$ cat src/rtl/largest_prime_factor_assert.svh
// Assertion macros for the largest prime factor block.
`ifndef LARGEST_PRIME_FACTOR_ASSERT_SVH
`define LARGEST_PRIME_FACTOR_ASSERT_SVH

// Same-cycle implication, sampled on aclk, off during reset.
`define LPF_ASSERT_IMPL(label, ante, cons) \
    label: assert property (@(posedge aclk) disable iff (!aresetn) (ante) |-> (cons)) \
        else $error("largest_prime_factor: check failed");

// Next-cycle implication, sampled on aclk, off during reset.
`define LPF_ASSERT_NEXT(label, ante, cons) \
    label: assert property (@(posedge aclk) disable iff (!aresetn) (ante) |=> (cons)) \
        else $error("largest_prime_factor: check failed");

`endif

$ cat src/rtl/lpf_pkg.sv
// Shared constants, types and command/status structs for the prime factor block.
package lpf_pkg;

    localparam int DATA_WIDTH = 32;                  // arithmetic width
    localparam int FIELD_W    = 32;                  // port field width
    localparam int D_W        = DATA_WIDTH / 2 + 2;  // trial divisor width
    localparam int SQ_W       = DATA_WIDTH + 2;      // divisor squared width
    localparam int CNT_W      = $clog2(DATA_WIDTH);  // divider bit counter

    localparam logic [D_W-1:0]  D_INIT  = D_W'(3);
    localparam logic [SQ_W-1:0] SQ_INIT = SQ_W'(9);
    localparam logic [SQ_W-1:0] SQ_STEP = SQ_W'(4);
    localparam logic [DATA_WIDTH-1:0] TWO = DATA_WIDTH'(2);

    typedef enum logic [2:0] {
        ST_IDLE,
        ST_STRIP,
        ST_CHECK,
        ST_DIVIDE,
        ST_DONE
    } state_t;

    typedef struct packed {
        logic load;       // take a new number
        logic shift_two;  // divide out one factor of two
        logic div_start;  // start trial division r / d
        logic apply;      // r <= quotient, best <= d
        logic next_d;     // d += 2, square updated
        logic finish;     // best <= r when r > 2
        logic out_load;   // move result to output register
    } cmd_t;

    typedef struct packed {
        logic below_two;  // number below two
        logic r_even;
        logic sq_gt_r;    // d*d > r, search over
        logic div_done;
        logic rem_zero;
    } stat_t;

endpackage

$ cat src/rtl/lpf_div.sv
// Restoring divider, one quotient bit per cycle.
module lpf_div (
    input  logic                           aclk,
    input  logic                           aresetn,
    input  logic                           start,
    input  logic [lpf_pkg::DATA_WIDTH-1:0] dividend,
    input  logic [lpf_pkg::DATA_WIDTH-1:0] divisor,
    output logic                           done,
    output logic [lpf_pkg::DATA_WIDTH-1:0] quotient,
    output logic                           rem_zero
);
    import lpf_pkg::*;

    logic                  busy_reg, busy_next;
    logic                  done_reg, done_next;
    logic [CNT_W-1:0]      cnt_reg, cnt_next;
    logic [DATA_WIDTH-1:0] quot_reg, quot_next;
    logic [DATA_WIDTH-1:0] rem_reg, rem_next;
    logic [DATA_WIDTH-1:0] dsor_reg, dsor_next;
    logic [DATA_WIDTH:0]   rem_sh;
    logic [DATA_WIDTH:0]   diff;
    logic                  ge;

    assign rem_sh = {rem_reg, quot_reg[DATA_WIDTH-1]};
    assign diff   = rem_sh - {1'b0, dsor_reg};
    assign ge     = rem_sh >= {1'b0, dsor_reg};

    always_comb begin
        busy_next = busy_reg;
        done_next = 1'b0;
        cnt_next  = cnt_reg;
        quot_next = quot_reg;
        rem_next  = rem_reg;
        dsor_next = dsor_reg;
        if (start) begin
            busy_next = 1'b1;
            cnt_next  = '0;
            quot_next = dividend;
            rem_next  = '0;
            dsor_next = divisor;
        end else if (busy_reg) begin
            quot_next = {quot_reg[DATA_WIDTH-2:0], ge};
            rem_next  = ge ? diff[DATA_WIDTH-1:0] : rem_sh[DATA_WIDTH-1:0];
            cnt_next  = cnt_reg + CNT_W'(1);
            if (cnt_reg == CNT_W'(DATA_WIDTH - 1)) begin
                busy_next = 1'b0;
                done_next = 1'b1;
            end
        end
    end

    always_ff @(posedge aclk) begin
        if (!aresetn) begin
            busy_reg <= 1'b0;
            done_reg <= 1'b0;
            cnt_reg  <= '0;
        end else begin
            busy_reg <= busy_next;
            done_reg <= done_next;
            cnt_reg  <= cnt_next;
        end
        quot_reg <= quot_next;
        rem_reg  <= rem_next;
        dsor_reg <= dsor_next;
    end

    assign done     = done_reg;
    assign quotient = quot_reg;
    assign rem_zero = (rem_reg == '0);

endmodule

$ cat src/rtl/lpf_datapath.sv
// Datapath: remainder, trial divisor and its square, best factor, output register.
module lpf_datapath (
    input  logic                        aclk,
    input  logic                        aresetn,
    input  lpf_pkg::cmd_t               cmd,
    output lpf_pkg::stat_t              stat,
    input  logic [lpf_pkg::FIELD_W-1:0] number,
    output logic [lpf_pkg::FIELD_W-1:0] largest_factor,
    output logic                        has_factor
);
    import lpf_pkg::*;

    logic [DATA_WIDTH-1:0] r_reg, r_next;
    logic [DATA_WIDTH-1:0] best_reg, best_next;
    logic [D_W-1:0]        d_reg, d_next;
    logic [SQ_W-1:0]       sq_reg, sq_next;
    logic                  below_two_reg, below_two_next;
    logic [FIELD_W-1:0]    out_factor_reg;
    logic                  out_has_reg;
    logic [DATA_WIDTH-1:0] num_w;
    logic [DATA_WIDTH-1:0] quotient;
    logic                  div_done;
    logic                  rem_zero;

    assign num_w = DATA_WIDTH'(number);

    lpf_div u_div (
        .aclk     (aclk),
        .aresetn  (aresetn),
        .start    (cmd.div_start),
        .dividend (r_reg),
        .divisor  (DATA_WIDTH'(d_reg)),
        .done     (div_done),
        .quotient (quotient),
        .rem_zero (rem_zero)
    );

    always_comb begin
        r_next         = r_reg;
        best_next      = best_reg;
        d_next         = d_reg;
        sq_next        = sq_reg;
        below_two_next = below_two_reg;
        if (cmd.load) begin
            r_next         = num_w;
            best_next      = '0;
            d_next         = D_INIT;
            sq_next        = SQ_INIT;
            below_two_next = (num_w < TWO);
        end
        if (cmd.shift_two) begin
            r_next    = r_reg >> 1;
            best_next = TWO;
        end
        if (cmd.apply) begin
            r_next    = quotient;
            best_next = DATA_WIDTH'(d_reg);
        end
        if (cmd.next_d) begin
            // (d+2)^2 = d^2 + 4d + 4
            d_next  = d_reg + D_W'(2);
            sq_next = sq_reg + SQ_W'({d_reg, 2'b00}) + SQ_STEP;
        end
        if (cmd.finish && (r_reg > TWO)) begin
            best_next = r_reg;
        end
    end

    always_ff @(posedge aclk) begin
        r_reg         <= r_next;
        best_reg      <= best_next;
        d_reg         <= d_next;
        sq_reg        <= sq_next;
        below_two_reg <= below_two_next;
        if (cmd.out_load) begin
            out_factor_reg <= FIELD_W'(best_reg);
            out_has_reg    <= !below_two_reg;
        end
    end

    assign stat.below_two = below_two_reg;
    assign stat.r_even    = !r_reg[0];
    assign stat.sq_gt_r   = sq_reg > SQ_W'(r_reg);
    assign stat.div_done  = div_done;
    assign stat.rem_zero  = rem_zero;

    assign largest_factor = out_factor_reg;
    assign has_factor     = out_has_reg;

endmodule

$ cat src/rtl/lpf_ctrl.sv
// Controller: sequences stripping of twos, odd trial divisions and result hand-off.
module lpf_ctrl (
    input  logic           aclk,
    input  logic           aresetn,
    input  logic           s_valid,
    output logic           s_ready,
    output logic           m_valid,
    input  logic           m_ready,
    input  lpf_pkg::stat_t stat,
    output lpf_pkg::cmd_t  cmd
);
    import lpf_pkg::*;

    state_t state_reg, state_next;
    logic   m_valid_reg, m_valid_next;
    logic   out_free;

    assign out_free = !m_valid_reg || m_ready;

    always_comb begin
        state_next   = state_reg;
        cmd          = '0;
        s_ready      = 1'b0;
        m_valid_next = m_valid_reg && !m_ready;
        unique case (state_reg)
            ST_IDLE: begin
                s_ready = 1'b1;
                if (s_valid) begin
                    cmd.load   = 1'b1;
                    state_next = ST_STRIP;
                end
            end
            ST_STRIP: begin
                priority if (stat.below_two) begin
                    state_next = ST_DONE;
                end else if (stat.r_even) begin
                    cmd.shift_two = 1'b1;
                end else begin
                    state_next = ST_CHECK;
                end
            end
            ST_CHECK: begin
                if (stat.sq_gt_r) begin
                    cmd.finish = 1'b1;
                    state_next = ST_DONE;
                end else begin
                    cmd.div_start = 1'b1;
                    state_next    = ST_DIVIDE;
                end
            end
            ST_DIVIDE: begin
                if (stat.div_done) begin
                    // same divisor again after a hit, next odd one after a miss
                    if (stat.rem_zero) begin
                        cmd.apply = 1'b1;
                    end else begin
                        cmd.next_d = 1'b1;
                    end
                    state_next = ST_CHECK;
                end
            end
            ST_DONE: begin
                if (out_free) begin
                    cmd.out_load = 1'b1;
                    m_valid_next = 1'b1;
                    state_next   = ST_IDLE;
                end
            end
            default: begin
                state_next = ST_IDLE;
            end
        endcase
    end

    always_ff @(posedge aclk) begin
        if (!aresetn) begin
            state_reg   <= ST_IDLE;
            m_valid_reg <= 1'b0;
        end else begin
            state_reg   <= state_next;
            m_valid_reg <= m_valid_next;
        end
    end

    assign m_valid = m_valid_reg;

endmodule

$ cat src/rtl/largest_prime_factor.sv
// Top level of the largest prime factor block: controller, datapath and checks.
//
// Takes one unsigned 32-bit number per input word and returns one result word:
// its largest prime factor and a flag that is set when the number is at least 2
// (for 0 and 1 the flag is clear and the factor reads 0). Factors of two are
// shifted out one per cycle, then odd divisors d = 3, 5, 7, ... are tried while
// d*d does not exceed the shrinking remainder; the square is kept by a running
// add, so no multiplier is needed. Each trial goes through a restoring divider
// that yields one quotient bit per cycle, and a hit repeats the trial with the
// same divisor. A prime near 2^32 needs about 32768 trials. One number is worked
// on at a time. The result sits in an output register, so the next number is
// taken while the previous result still waits for m_ready.
module largest_prime_factor (
    input  logic                        aclk,
    input  logic                        aresetn,
    input  logic                        s_valid,
    output logic                        s_ready,
    input  logic [lpf_pkg::FIELD_W-1:0] s_number,
    output logic                        m_valid,
    input  logic                        m_ready,
    output logic [lpf_pkg::FIELD_W-1:0] m_largest_factor,
    output logic                        m_has_factor
);
    import lpf_pkg::*;

    cmd_t  cmd;
    stat_t stat;

    // sequencing
    lpf_ctrl u_ctrl (
        .aclk    (aclk),
        .aresetn (aresetn),
        .s_valid (s_valid),
        .s_ready (s_ready),
        .m_valid (m_valid),
        .m_ready (m_ready),
        .stat    (stat),
        .cmd     (cmd)
    );

    // arithmetic and result register
    lpf_datapath u_dp (
        .aclk           (aclk),
        .aresetn        (aresetn),
        .cmd            (cmd),
        .stat           (stat),
        .number         (s_number),
        .largest_factor (m_largest_factor),
        .has_factor     (m_has_factor)
    );

`include "largest_prime_factor_assert.svh"

    // no factor means the factor field reads zero
    `LPF_ASSERT_IMPL(a_none_is_zero, m_valid && !m_has_factor, m_largest_factor == '0)
    // any reported factor is at least two
    `LPF_ASSERT_IMPL(a_factor_min, m_valid && m_has_factor, m_largest_factor >= FIELD_W'(2))
    // the divider never reports done right after a start
    `LPF_ASSERT_NEXT(a_div_latency, cmd.div_start, !stat.div_done)
    // at most one datapath command per cycle
    `LPF_ASSERT_IMPL(a_one_cmd, 1'b1, $onehot0(cmd))

endmodule
$ cat config.mk
export PLATFORM = sky130hd
export DESIGN_NAME = largest_prime_factor
export DESIGN_NICKNAME = d
export VERILOG_FILES = /design/src/rtl/lpf_pkg.sv /design/src/rtl/lpf_div.sv /design/src/rtl/lpf_datapath.sv /design/src/rtl/lpf_ctrl.sv /design/src/rtl/largest_prime_factor.sv
export VERILOG_INCLUDE_DIRS = /design/src /design/src/rtl
export SDC_FILE = /design/constraint.sdc
export NUM_CORES = 1
export LEC_CHECK = 0
export BUFFER_PORTS_ARGS = -buffer_cell sky130_fd_sc_hd__buf_2
export CELL_PAD_IN_SITES_DETAIL_PLACEMENT = 1
export CELL_PAD_IN_SITES_GLOBAL_PLACEMENT = 1
export CORE_MARGIN = 8
export CORE_UTILIZATION = 30
export DETAILED_ROUTE_END_ITERATION = 6
export PLACE_DENSITY = 0.52
export REMOVE_ABC_BUFFERS = 1
export SYNTH_ARGS = -nofsm -noshare
export SYNTH_HDL_FRONTEND = slang
export SYNTH_SLANG_ARGS = --single-unit
$ cat constraint.sdc
create_clock -name aclk -period 3.8 [get_ports aclk]
set_input_delay 0.19 -clock aclk [delete_from_list [all_inputs] [get_ports aclk]]
set_output_delay 0.19 -clock aclk [all_outputs]
set_load 0.005 [all_outputs]
=== Yosys cells after proc, flatten, opt, wreduce, memory -nomap -nowiden ===
Index checks and enable logic that the tools add are counted.

* Add/subtract/negate cells: 5
* Multiply operators: 0
* Divide/modulo/power cells: 0
* $lt $le $gt $ge: 4
* Equality and inequality tests: 9
* Shift-type cells: 0
* Mux-type cells: 43
* Bitwise logic cells: 2
* Reduce and logical (&&, ||, !) cells: 15

{| class="wikitable"
|+ Operator list
! cell !! number
|-
| two-way mux 32 bit || 10
|-
| two-way mux 34 bit || 2
|-
| two-way mux 18 bit || 2
|-
| adder 34 x 20 -> 34 bit || 1
|-
| adder 34 x 3 -> 34 bit (second input constant) || 1
|-
| greater-than comparator 34 x 32 -> 1 bit || 1
|-
| greater-or-equal comparator 33 x 18 -> 1 bit || 1
|-
| greater-than comparator 32 x 2 -> 1 bit (second input constant) || 1
|-
| logical NOT 32 bit || 1
|-
| < comparator 32 x 2 -> 1 bit (second input constant) || 1
|-
| subtractor 32 x 18 -> 32 bit || 1
|-
| two-way mux 1 bit || 20
|-
| adder 18 x 2 -> 18 bit (second input constant) || 1
|-
| two-way mux 3 bit || 6
|-
| one-hot mux 3 bit (5 select lines) || 1
|-
| equality test 3 x 2 -> 1 bit (second input constant) || 2
|-
| adder 5 x 1 -> 5 bit (second input constant) || 1
|-
| equality test 5 bit (second input constant) || 1
|-
| two-way mux 2 bit || 2
|-
| != test 2 x 1 -> 1 bit (second input constant) || 2
|-
| AND reduction 4 bit || 1
|-
| nonzero test 2 bit || 2
|-
| nonzero test 4 bit || 1
|-
| equality test 3 x 1 -> 1 bit (second input constant) || 1
|-
| other kinds (11) || 15
|}

* Register bits after elaboration: 243
* Bits in latches: 0
* Memory bits (writable): 0
* ROM bits: 0
* Input bits: 36
* Logic and storage cells: 93
* Memories: 0

=== Logic depth before layout (Yosys ltp) ===
* Word-level depth: 6
* Mapped depth: 13
* Gate-level depth less buffers: 11

=== By module ===
Synthesis repeated with hierarchy kept, for this count alone.

* Cells, all modules: 1,407
* Area total of the unflattened synthesis: 14,766.7 um2

{| class="wikitable"
|+ By module, submodules not included
! module !! times used !! cells each !! area an instance (um2) !! seq. area each (um2)
|-
| lpf_datapath || 1 || 781 || 8,421.8 || 4,384.2
|-
| lpf_div || 1 || 586 || 6,038.3 || 2,702.6
|-
| lpf_ctrl || 1 || 40 || 306.5 || 80.1
|}

=== Worst setup path after synthesis ===
OpenSTA, ideal clock, no wires.

* Path kind: flip-flop to flip-flop
* From: reg u_dp.u_div.rem_reg[19]
* To: reg u_dp.d_reg[10], enable pin
* Library setup time: 0.584 ns
* Data arrival time: 2.846 ns
* Data required time: 3.216 ns
* Path slack: 0.370 ns
* Cell stages (with the launch flop): 8
* Period minus slack after synthesis: 3.430 ns
* Cell sequence: dfxtp_1 -> or4_4 -> nor3_4 -> nand3_1 -> nor3_1 -> nand4b_1 -> clkbuf_1 -> nand2_1

* Word-level cells in the longest chain between the ends: 5

{| class="wikitable"
|+ RTL lines
! item !! line !! source
|-
| start: declaration || lpf_div.sv:18 || <nowiki>logic [DATA_WIDTH-1:0] rem_reg, rem_next;</nowiki>
|-
| start signal: assignment || lpf_div.sv:63 || <nowiki>rem_reg <= rem_next;</nowiki>
|-
| logical NOT 32 bit || lpf_div.sv:69 || <nowiki>assign rem_zero = (rem_reg == '0);</nowiki>
|-
| two-way mux 1 bit || lpf_ctrl.sv:54 || <nowiki>if (stat.rem_zero) begin</nowiki>
|-
| two-way mux 2 bit || lpf_ctrl.sv:52 || <nowiki>if (stat.div_done) begin</nowiki>
|-
| two-way mux 2 bit || lpf_ctrl.sv:25 || <nowiki>unique case (state_reg)</nowiki>
|-
| nonzero test 2 bit (no line) || n/a ||
|-
| end signal: assignment || lpf_datapath.sv:72 || <nowiki>d_reg <= d_next;</nowiki>
|-
| end: declaration || lpf_datapath.sv:15 || <nowiki>logic [D_W-1:0] d_reg, d_next;</nowiki>
|}

Every way passes these cells.
A chain may end at the register's enable or synchronous reset.

=== Worst setup path in the final report ===
* From: reg u_dp.r_reg[31]
* To: reg u_dp.u_div.quot_reg[10] (netlist: u_dp.u_div.quotient[10]) (data pin)

* Word-level cells in the longest chain between the ends: 4

{| class="wikitable"
|+ RTL lines
! item !! line !! source
|-
| start: declaration || lpf_datapath.sv:13 || <nowiki>logic [DATA_WIDTH-1:0] r_reg, r_next;</nowiki>
|-
| start signal: assignment || lpf_datapath.sv:70 || <nowiki>r_reg <= r_next;</nowiki>
|-
| greater-than comparator 34 x 32 -> 1 bit || lpf_datapath.sv:83 || <nowiki>assign stat.sq_gt_r = sq_reg > SQ_W'(r_reg);</nowiki>
|-
| two-way mux 1 bit || lpf_ctrl.sv:43 || <nowiki>if (stat.sq_gt_r) begin</nowiki>
|-
| two-way mux 1 bit || lpf_ctrl.sv:25 ||
|-
| two-way mux 32 bit || lpf_div.sv:35 || <nowiki>if (start) begin</nowiki>
|-
| net u_dp.u_div.quot_next[10] || lpf_div.sv:17 || <nowiki>logic [DATA_WIDTH-1:0] quot_reg, quot_next;</nowiki>
|-
| end signal: assignment || lpf_div.sv:62 || <nowiki>quot_reg <= quot_next;</nowiki>
|-
| end: declaration || lpf_div.sv:17 ||
|}

The timed path passes the listed nets, and every way through them passes these cells.

==> metrics.yaml <==
placement_rows: 76
cts_buffer_depth: 3
finished_core_util_pct: 35.7
grt_busiest_layer: "met2"
drive_above_1_share_pct: 18.8
path_class: "reg -> reg"
report.final.setup_viol: 0
grt_pass1_wl_um: 60000
synth.avg_cell_area_sq_um: 11.3
placement.cell_area_sq_mm: 0.0143
synth_sequential_area_ratio_pct: 51.7
simple_gate_fraction_of_synth_area_pct: 13.6
netlist_instances: 1151
outcome: "completed"
drt_iter0_drc: 578
proportion_of_register_bits_with_asynchronous_set_or_reset_after_synthesis_pct: 0
cts_tree: "built"
synth_top_family_by_area: "simple AND/OR/NAND/NOR gates"
post-route-drc-count: 0
portion_of_total_power_attributed_to_combinational_logic_pct: 24.9
synth_area_sq_mm: 0.0130
final.period_utilization_pct: 92.1
pwr-share-clk_pct: 33.6
power_frac_seq_pct: 41.6
post-cts-setup-buffer-count: 0
viasPerCell: 4.96
clock_insertion_delay_at_the_later_pin_of_the_skew_report_ns: 0.55
cts.reportedPaths.clkPinSlew_ns: 0.06
postSynth.topFlopCell: "sky130_fd_sc_hd__edfxtp_1"
synth_cell_types: 66
design.final.nets: 1380
tritoncts.num_buffers: 29
global_route.usage.met2_pct: 24.8
irDropWorstVdd_v: 0.000305
critPathCaptureType: "flip-flop"
htreeDepth: 1
overflow: 0
ys_seq_elements: 238
timing_hold_violations_final: 0
rsz0062_at_grt: "false"
net-switching-power_mw: 2.66
postLayoutCellArea_sq_mm: 0.0153
synth_compound_gate_area_share_pct: 11.8
worst_setup_path_start_kind: "flip-flop"
via_count: 9246
timing.critical_path.arrival_ns: 3.80
worst-path-max-fanout: 40
grt_pass1_vias: 9881
num_ports: 71
clock_sinks: 238
drv_cap: 0
netSwitchingFraction_pct: 31.5
detailed_place_hpwl_um: 27900
synth_mux_area_share_pct: 6.10
die-height_um: 224
whs_ns: 0.0416
cp.required_ns: 4.10
tightestPinTransition_ns: 1.13
final_critical_path_setup_slack_ns: 0.300
ant_nets: 0
grt_start_max_net_pins: 82
synth-xor-area-share_pct: 4.92
placement.io_buffers: 70
grt_antenna_before_repair: 0
maxClockFrequency_mhz: 286
slew_headroom_pct: 24.4
timing.final.crit_period_ns: 3.50
power.static_leakage_nw: 6.02
drt-wirelength-per-cell_um: 20.4
use_met1_pct: 21.0
timing_max_transition_violations_final: 0
die-width_um: 224
power_per_cell_area_mw_per_mm2: 551
initial_utilization_pct: 30.3
worst_hold_path_type: "in -> reg"
totalWireLength_um: 38100
post-place-ws_ns: 0.0720
first_pass_drt_iterations: 6
antenna-diode-count: 0
internal_power_mw: 5.78
timing.clock.skew_ns: 0.0103
area_growth_pct: 17.8
clk_root_buffer_cell: "sky130_fd_sc_hd__clkbuf_16"
floorplan.core_area_sq_mm: 0.0429
total_power_mw: 8.43
gp_routability_congestion: 0.788
die-area_sq_mm: 0.0502
ys_warn_count: 0
synth-edff-count: 195
grt_use_total_pct: 15.2
use_met3_pct: 1.99
synth_adder_area_share_pct: 8.40
-- layer usage --
| layer | share of wire, % | vias up | wire length, um |
|---|---|---|---|
| li1 | - | 4455 | - |
| met1 | 48 | 4597 | 18300 |
| met2 | 46 | 141 | 17700 |
| met3 | 3.4 | 53 | 1300 |
| met4 | 2.2 | 0 | 843 |
| met5 | 0 | - | 0 |
-- cell families after synthesis --
group	count (synthesis)
xor gates and xnor gates	73
and+or+nand+nor	355
muxes	75
buffers and inverters	105
adders and majority gates	86
AOI/OAI and AO/OA	219
DFF	238
-- synth_stat cells (27+ instances only) --
| cell type | n | area, sq um |
|---|---|---|
| sky130_fd_sc_hd__xnor2_1 | 32 | 280 |
| sky130_fd_sc_hd__inv_1 | 62 | 233 |
| sky130_fd_sc_hd__dfxtp_1 | 43 | 861 |
| sky130_fd_sc_hd__mux2_2 | 33 | 372 |
| sky130_fd_sc_hd__edfxtp_1 | 195 | 5860 |
| sky130_fd_sc_hd__nand3_1 | 27 | 135 |
| sky130_fd_sc_hd__nand2_1 | 69 | 259 |
| sky130_fd_sc_hd__o21ai_0 | 47 | 235 |
| sky130_fd_sc_hd__xor2_1 | 41 | 359 |
| sky130_fd_sc_hd__nor2_1 | 126 | 473 |
| sky130_fd_sc_hd__mux2i_1 | 42 | 420 |
| sky130_fd_sc_hd__a21oi_1 | 46 | 230 |
| sky130_fd_sc_hd__ha_1 | 84 | 1050 |
-- cell usage in the layout (no fill, tap or decap), types with 14 or more instances in the layout --
cell and n:
sky130_fd_sc_hd__edfxtp_1 195, sky130_fd_sc_hd__nor2_1 126, sky130_fd_sc_hd__ha_1 84, sky130_fd_sc_hd__buf_2 70, sky130_fd_sc_hd__nand2_1 67, sky130_fd_sc_hd__inv_1 62, sky130_fd_sc_hd__o21ai_0 47, sky130_fd_sc_hd__a21oi_1 45
sky130_fd_sc_hd__mux2i_1 42, sky130_fd_sc_hd__dfxtp_1 42, sky130_fd_sc_hd__xor2_1 41, sky130_fd_sc_hd__buf_4 40, sky130_fd_sc_hd__mux2_2 33, sky130_fd_sc_hd__xnor2_1 32, sky130_fd_sc_hd__clkbuf_16 29, sky130_fd_sc_hd__nand3_1 26
sky130_fd_sc_hd__a21o_1 24, sky130_fd_sc_hd__and2_1 22, sky130_fd_sc_hd__nand4_1 20, sky130_fd_sc_hd__nor4_1 19, sky130_fd_sc_hd__a211oi_1 18, sky130_fd_sc_hd__a22o_1 16, sky130_fd_sc_hd__nor3_1 14, sky130_fd_sc_hd__a211oi_2 14
-- path summary, 6_finish.rpt --
path / start / end / slack (ns) / depth (start not counted)
setup / recovery: u_dp.r_reg[31] / u_dp.u_div.quotient[10] / 0.30 / 10
hold / removal: s_number[22] / u_dp.r_reg[22] / 0.04 / 3
setup reg to reg: u_dp.r_reg[31] / u_dp.u_div.quotient[10] / 0.30 / 10
hold reg to reg: u_dp.best_reg[31] / u_dp.largest_factor[31] / 0.42 / 0
-- cell type report --
class / count / area, sq um
fill: 4705 / 27600
clock buffer: 34 / 764
inverter: 62 / 233
multi-input combinational: 808 / 5860
clock inverter: 19 / 198
timing repair buffer: 119 / 792
sequential: 238 / 6720
tap: 585 / 732
-- power groups by stage --
stage / registers, mW / clock network [mW] / logic, mW
final: 3.51 / 2.83 / 2.10
after global routing: 3.55 / 3.01 / 2.37
after CTS: 3.51 / 2.92 / 2.12
after detailed placement: 3.56 / 0 / 2.10
after global placement: 3.56 / 0 / 2.08
after floorplan: 3.45 / 0 / 1.58
-- worst max-delay path, cell delays in order, from the launching register on --
cell	delay, ns
sky130_fd_sc_hd__edfxtp_1	0.47
sky130_fd_sc_hd__inv_1	0.08
sky130_fd_sc_hd__ha_1	0.31
sky130_fd_sc_hd__nand4_1	0.10
sky130_fd_sc_hd__or4_1	0.54
sky130_fd_sc_hd__nor3_2	0.31
sky130_fd_sc_hd__nand4_1	0.18
sky130_fd_sc_hd__a21oi_2	0.30
sky130_fd_sc_hd__nor2b_4	0.31
sky130_fd_sc_hd__buf_12	0.28
sky130_fd_sc_hd__mux2_2	0.37
-- per-stage QoR --
stage | TNS [ns] | std cells
floorplan | -314.61 | 1108
finish | 0 | 1865
global route | 0 | 1865
CTS | 0 | 1865
global placement | 0 | 1809
detailed placement | 0 | 1809
-- what timing repair did --
| item | CTS | global route |
|---|---|---|
| setup endpoints to repair | 0 | 66 |
| resized for setup | 0 | 4 |
| endpoints found under the hold margin | 7 | 0 |
| hold buffers | 3 | 0 |
(Power assumes the default switching activity.)
